### src/rtl/lattice_coeff_compress_pack_defines.svh
// Assertion helpers for the coefficient packer.
`ifndef LATTICE_COEFF_COMPRESS_PACK_DEFINES_SVH
`define LATTICE_COEFF_COMPRESS_PACK_DEFINES_SVH

`ifndef ASSERT_OFF
`define LCCP_ASSERT(lbl, clk, rst_n, prop, msg) \
    lbl: assert property (@(posedge clk) disable iff (!rst_n) prop) else $error(msg);
`define LCCP_ASSERT_NEXT(lbl, clk, rst_n, pre, post, msg) \
    lbl: assert property (@(posedge clk) disable iff (!rst_n) pre |=> post) else $error(msg);
`else
`define LCCP_ASSERT(lbl, clk, rst_n, prop, msg)
`define LCCP_ASSERT_NEXT(lbl, clk, rst_n, pre, post, msg)
`endif

`endif

### src/rtl/lccp_pkg.sv
`timescale 1ns / 1ps
`default_nettype none
package lccp_pkg;

    localparam int COEF_W   = 13;
    localparam int NUM_W    = 23;   // (lifted << 10) + half modulus
    localparam int Q_W      = 12;
    localparam int CODE_W   = 10;
    localparam int ACC_W    = 17;   // 7 pending bits + 10-bit code

    localparam logic [12:0] MODULUS      = 13'd3329;
    localparam logic [12:0] TWO_MODULUS  = 13'd6658;
    localparam logic [10:0] HALF_MODULUS = 11'd1664;

    // floor(2^23 / 3329); quotient estimate is low by at most one
    localparam logic [11:0] RECIP       = 12'd2519;
    localparam int          RECIP_SHIFT = 23;

    localparam logic [4:0] BITS_D9  = 5'd9;
    localparam logic [4:0] BITS_D10 = 5'd10;

    typedef enum logic {
        MODE_D9  = 1'b0,
        MODE_D10 = 1'b1
    } t_width_mode;

    typedef logic [NUM_W-1:0]  t_num;
    typedef logic [Q_W-1:0]    t_quot;
    typedef logic [CODE_W-1:0] t_code;

endpackage
`default_nettype wire

### src/rtl/lattice_coeff_compress_pack.sv
// Coefficient compressor and byte packer.
//
// Slave stream: one signed 13-bit coefficient per transfer (i_s_tdata[12:0]).
// Each coefficient is lifted into [0, 3329), compressed to a 9- or 10-bit code
// round(x * 2^d / 3329) mod 2^d and appended LSB first to a byte stream.
// Master stream: one byte per transfer; o_m_tlast marks the last byte that a
// coefficient produced. A coefficient yields one or two bytes.
// Config channel: i_cfg_data[0] selects the code width (0: 9 bits, 1: 10 bits).
// Write it only while the block is idle; it applies from the next coefficient.
//
// The first byte of a coefficient passes the input register, the quotient
// register (reciprocal multiply) and the output register (correction, packing).
// Throughput: one coefficient per cycle while bytes are taken, bounded by the byte
// port: a two-byte item holds the output register until its first byte is sent.
// Reset clears the pipeline, the pending bits and selects 9-bit codes.
// When the receiver stalls, the bytes wait in the output register and the
// pipeline fills up behind them before o_s_tready drops.
`timescale 1ns / 1ps
`default_nettype none
`include "lattice_coeff_compress_pack_defines.svh"
module lattice_coeff_compress_pack (
    input  wire logic        i_clk,
    input  wire logic        i_rst_n,
    // config
    input  wire logic        i_cfg_valid,
    output logic             o_cfg_ready,
    input  wire logic [0:0]  i_cfg_data,     // [0] width_mode
    // coefficient stream
    input  wire logic        i_s_tvalid,
    output logic             o_s_tready,
    input  wire logic [15:0] i_s_tdata,      // [12:0] coefficient, [15:13] zero
    // byte stream
    output logic             o_m_tvalid,
    input  wire logic        i_m_tready,
    output logic [7:0]       o_m_tdata,      // [7:0] packed_byte
    output logic             o_m_tlast       // last_of_item
);
    import lccp_pkg::*;

    t_width_mode       r_mode;

    // stage A: input register
    logic              r_a_v;
    logic [COEF_W-1:0] r_a_coef;
    t_width_mode       r_a_mode;

    // stage B: quotient estimate
    logic              r_b_v;
    t_quot             r_b_q0;
    t_num              r_b_num;
    t_width_mode       r_b_mode;

    // output buffer and packer state
    logic [1:0]        r_ocnt;
    logic [7:0]        r_byte0;
    logic [7:0]        r_byte1;
    logic [7:0]        r_pend;
    logic [2:0]        r_pcnt;

    logic              take_out;
    logic              b_load_ok;
    logic              a_adv;
    logic              in_xfer;
    logic              out_xfer;

    logic [COEF_W-1:0] a_lift;
    t_num              a_num;
    logic [34:0]       a_prod;

    t_num              b_qm;
    t_num              b_diff;
    logic [12:0]       b_rem;
    logic              b_fix;
    t_quot             b_q;
    t_code             b_code;

    logic [ACC_W-1:0]  p_acc;
    logic [4:0]        p_total;
    logic              p_two;
    logic [7:0]        n_pend;
    logic [2:0]        n_pcnt;

    assign o_cfg_ready = 1'b1;

    // backward ready chain
    assign take_out   = (r_ocnt == 2'd0) || ((r_ocnt == 2'd1) && i_m_tready);
    assign b_load_ok  = !r_b_v || take_out;
    assign a_adv      = r_a_v && b_load_ok;
    assign o_s_tready = !r_a_v || b_load_ok;
    assign in_xfer    = i_s_tvalid && o_s_tready;
    assign out_xfer   = o_m_tvalid && i_m_tready;

    // stage A: lift into [3329, 2*3329) so the quotient is never negative;
    // the extra modulus adds exactly 2^d, which the mask removes.
    always_comb begin
        if (r_a_coef[COEF_W-1]) begin
            a_lift = r_a_coef + TWO_MODULUS;
        end else begin
            a_lift = r_a_coef + MODULUS;
        end
        if (r_a_mode == MODE_D10) begin
            a_num = {a_lift, 10'b0} + {12'b0, HALF_MODULUS};
        end else begin
            a_num = {1'b0, a_lift, 9'b0} + {12'b0, HALF_MODULUS};
        end
        a_prod = {12'b0, a_num} * {23'b0, RECIP};
    end

    // stage B: one correction step on the quotient
    always_comb begin
        b_qm   = {11'b0, r_b_q0} * {10'b0, MODULUS};
        b_diff = r_b_num - b_qm;
        b_rem  = b_diff[12:0];
        b_fix  = (b_rem >= MODULUS);
        b_q    = r_b_q0 + {{(Q_W-1){1'b0}}, b_fix};
        if (r_b_mode == MODE_D10) begin
            b_code = b_q[CODE_W-1:0];
        end else begin
            b_code = {1'b0, b_q[8:0]};
        end
    end

    // packer: code goes above the pending bits
    always_comb begin
        p_acc   = {9'b0, r_pend} | ({7'b0, b_code} << r_pcnt);
        p_total = {2'b0, r_pcnt} + ((r_b_mode == MODE_D10) ? BITS_D10 : BITS_D9);
        p_two   = (p_total >= 5'd16);
        n_pcnt  = p_total[2:0];
        if (p_two) begin
            n_pend = {7'b0, p_acc[16]};
        end else begin
            n_pend = p_acc[15:8];
        end
    end

    always_ff @(posedge i_clk) begin
        if (!i_rst_n) begin
            r_mode <= MODE_D9;
            r_a_v  <= 1'b0;
            r_b_v  <= 1'b0;
            r_ocnt <= 2'd0;
            r_pend <= 8'd0;
            r_pcnt <= 3'd0;
        end else begin
            if (i_cfg_valid) begin
                r_mode <= t_width_mode'(i_cfg_data[0]);
            end

            if (o_s_tready) begin
                r_a_v <= i_s_tvalid;
            end
            if (b_load_ok) begin
                r_b_v <= r_a_v;
            end

            if (r_b_v && take_out) begin
                r_ocnt <= p_two ? 2'd2 : 2'd1;
                r_pend <= n_pend;
                r_pcnt <= n_pcnt;
            end else if (out_xfer) begin
                r_ocnt <= r_ocnt - 2'd1;
            end
        end
    end

    // payload registers
    always_ff @(posedge i_clk) begin
        if (in_xfer) begin
            r_a_coef <= i_s_tdata[COEF_W-1:0];
            r_a_mode <= r_mode;
        end
        if (a_adv) begin
            r_b_q0   <= a_prod[RECIP_SHIFT +: Q_W];
            r_b_num  <= a_num;
            r_b_mode <= r_a_mode;
        end
        if (r_b_v && take_out) begin
            r_byte0 <= p_acc[7:0];
            r_byte1 <= p_acc[15:8];
        end else if (out_xfer && (r_ocnt == 2'd2)) begin
            r_byte0 <= r_byte1;
        end
    end

    assign o_m_tvalid = (r_ocnt != 2'd0);
    assign o_m_tdata  = r_byte0;
    assign o_m_tlast  = (r_ocnt == 2'd1);

    `LCCP_ASSERT(a_pend_clean, i_clk, i_rst_n, ((r_pend >> r_pcnt) == 8'd0), "pending bits above count not zero")
    `LCCP_ASSERT(a_ocnt_max, i_clk, i_rst_n, (r_ocnt != 2'd3), "output buffer over two bytes")
    `LCCP_ASSERT(a_rem_fixed, i_clk, i_rst_n, (r_b_v |-> (b_diff < {10'b0, TWO_MODULUS})), "quotient estimate off by more than one")
    `LCCP_ASSERT_NEXT(a_pack_shows, i_clk, i_rst_n, (r_b_v && take_out), o_m_tvalid, "packed item gave no byte")
    `LCCP_ASSERT_NEXT(a_pair_second, i_clk, i_rst_n, (out_xfer && (r_ocnt == 2'd2)), o_m_tvalid, "second byte of pair lost")

endmodule
`default_nettype wire
### config.mk
export PLATFORM = sky130hd
export DESIGN_NAME = lattice_coeff_compress_pack
export DESIGN_NICKNAME = d
export VERILOG_FILES = /design/src/rtl/lccp_pkg.sv /design/src/rtl/lattice_coeff_compress_pack.sv
export VERILOG_INCLUDE_DIRS = /design/src /design/src/rtl
export SDC_FILE = /design/constraint.sdc
export NUM_CORES = 1
export LEC_CHECK = 0
export ABC_AREA = 1
export BUFFER_PORTS_ARGS = -buffer_cell sky130_fd_sc_hd__buf_2
export CAP_MARGIN = 10
export CORE_MARGIN = 10
export CORE_UTILIZATION = 35
export CTS_CLUSTER_DIAMETER = 50
export DETAILED_ROUTE_END_ITERATION = 6
export RECOVER_POWER = 50
export SLEW_MARGIN = 20
export SYNTH_ARGS = -nofsm -noshare
export SYNTH_HDL_FRONTEND = slang
export SYNTH_SLANG_ARGS = --single-unit
### constraint.sdc
create_clock -name i_clk -period 8 [get_ports i_clk]
set_input_delay 1.6 -clock i_clk [delete_from_list [all_inputs] [get_ports i_clk]]
set_output_delay 1.6 -clock i_clk [all_outputs]
set_load 0.02 [all_outputs]
==> results.yml <==
grt:
  antenna_found_initial: 0
  grt_max_degree: 30
  grt_overflow: 0
  grt_usage: 0.126
  grt_pass1_wl_mm: 32.1
  grt_pass1_vias: 6742
logic_synthesis:
  syn_area_um2: 8320
  synth_edf_count: 47
  synth-seq-cells: 63
  yosysWarnings: 0
  postSynth.asyncResetShare: 0
  syn_inst: 1086
  ys_seq_area_frac: 0.208
  synth_fp_nets: 1281
  ys_types: 50
  synth_area_per_cell_um2: 7.66
  synthFlopType: "edfxtp_1"
drt:
  drc_errors: 0
  vias_per_cell: 4.76
  first_pass_iters: 5
  avgRoutedWirePerCell_um: 12.8
  routed_wl_mm: 18.5
  drtAntennaViolNets: 0
  vias: 6840
  drt-initial-drc-count: 352
clocking:
  clkSinkCount: 63
  clock_latency_ps: 340
  clockBufferDepth: 2
  cts_root_buf: "clkbuf_16"
  cts_setup_buffers: 0
  cts_tree: "yes"
  clkTransAtPathRegs_ps: 60
  postCtsHoldBufs: 0
  cts_max_level: 3
  ctsResizeCount: 0
  numCtsBuffers: 9
critical_path:
  max_stage_delay_ps: 630
  crit_path_start_kind: "flip-flop"
  arrival_ps: 6920
  cp-end-kind: "flip-flop"
  crit_top_cell: "nand2_1"
  worstPathMaxFanout: 15
  critical_path_class: "reg2reg"
  worstPathRequired_ps: 8070
  critical-path-slowest-cell: "edfxtp_1"
min_path:
  holdCritPathClass: "reg2reg"
sta:
  grt_setup_unrepaired: "false"
  maxSlewHeadroom: 0.231
  fin_crit_sh: 0.857
  tightest_slew_ps: 1150
  drv_slew: 0
  fmax_mhz: 146
  finClkSkew_ps: 13.6
  min_period_ps: 6850
  finalSetupViolCount: 0
  fin_ws_ps: 1150
  tns_ps: 0
  hold_viol: 0
floorplan:
  core-area_um2: 23400
  dieArea_um2: 30300
  dieHeight_um: 174
  start_util: 0.356
  ios: 34
  rows: 56
  die_x_um: 174
place:
  place_inst: 1422
  gp_congestion: 0.856
  portBuffers: 29
  pre_cts_slack_ps: 1370
  place_hpwl_mm: 15.6
cells_and_area:
  layout_commonest_cell: "nand2_1"
  num_antenna_cells: 0
  layout-drive-gt1-share: 0.0920
  final_cell_mix: "257 x nand2_1, 181 x inv_1, 119 x ha_1"
  area_delta_synth_final_pct: 9.53
  finalNetCount: 1309
  fin_cells: 1438
status:
  status: "completed"
job:
  drv_cap: 0
[metrics by stage]
stage	utilization	instance area (um2)	hold slack, ps
2_1_floorplan	-	8320	403
3_3_place_gp	0.376	8810	437
3_5_place_dp	0.376	8810	430
4_1_cts	0.390	9130	445
5_1_grt	0.389	9110	461
6_report	0.389	9110	450
[cell families after synthesis]
| logic type | Yosys count | synth area share |
|---|---|---|
| compound gates | 148 | 0.101 |
| buf+inv | 210 | 0.0967 |
| fa+ha+maj | 173 | 0.309 |
| simple gates | 455 | 0.247 |
| xor+xnor | 36 | 0.0379 |
| other cells | 1 | 0.000451 |
| flops | 63 | 0.208 |
[critical path: cells and delay by family, from the launching register on]
kind                     cells  cell delay [ps]
AO/OA/AOI/OAI                1               90
XOR/XNOR                     1              170
adder cells (fa/ha/maj)      6             2450
buffers and inverters        6              700
flip-flops                   1              630
AND/OR/NAND/NOR             17             2530
[cell type report]
cell class	count	area, um2
Clock buffer	9	225
Sequential cell	63	1730
Timing Repair Buffer	30	140
Tap cell	319	399
Multi-Input combinational cell	813	5780
Clock inverter	7	96.3
Inverter	197	742
Fill cell	2489	14300
[registers in the layout, summed over array words and instances (netlist names), 2 cells and up]
register and flops:
o_m_tdata 8, r_byte1 8, r_b_q0 12, r_pcnt 3, r_a_coef 13, r_ocnt 2, r_b_num 4, r_pend 8
[cell usage after synthesis, types with 3 or more instances]
master | count | share of area
nor4_1 | 3 | 0.0023
nor2_2 | 9 | 0.0068
clkbuf_1 | 7 | 0.0032
inv_2 | 13 | 0.0059
o211ai_1 | 7 | 0.0063
edfxtp_1 | 47 | 0.17
nor3_1 | 6 | 0.0036
ha_1 | 119 | 0.18
o21a_1 | 5 | 0.0045
nand2_2 | 22 | 0.017
nand2_1 | 256 | 0.12
xor2_1 | 23 | 0.024
a21o_1 | 4 | 0.0036
nor2_1 | 56 | 0.025
o21ai_0 | 44 | 0.026
fa_1 | 54 | 0.13
nand2_4 | 3 | 0.0041
or2_2 | 5 | 0.0038
xnor2_1 | 13 | 0.014
nor2_4 | 7 | 0.0095
a31oi_1 | 4 | 0.0030
nand3_2 | 5 | 0.0060
clkinv_1 | 3 | 0.0014
o21ai_1 | 6 | 0.0036
a21oi_1 | 64 | 0.038
dfxtp_1 | 16 | 0.038
nand3_1 | 60 | 0.036
inv_1 | 180 | 0.081
nand4_1 | 18 | 0.014
[metal layers]
metal / GRT usage / part of all wire / up-vias
met5: 0 / 0 / -
met4: 0.0239 / 0.0076 / 0
met3: 0.0223 / 0.029 / 7
met2: 0.218 / 0.49 / 76
met1: 0.162 / 0.48 / 3189
li1: - / - / 3568
[final timing paths]
kind | start | endpoint | slack [ps] | cells after the start
max | r_a_coef[12]$_DFFE_PP_ | r_b_q0[7]$_DFFE_PP_ | 1150 | 31
min reg2reg | r_mode$_SDFFE_PN0P_ | r_a_mode$_DFFE_PP_ | 450 | 0
max reg2reg | r_a_coef[12]$_DFFE_PP_ | r_b_q0[7]$_DFFE_PP_ | 1150 | 31
min | r_mode$_SDFFE_PN0P_ | r_a_mode$_DFFE_PP_ | 450 | 0
Power is left out: the tool's default activity adds up to more than one toggle a clock period on the data nets, which glitch-free logic cannot reach.
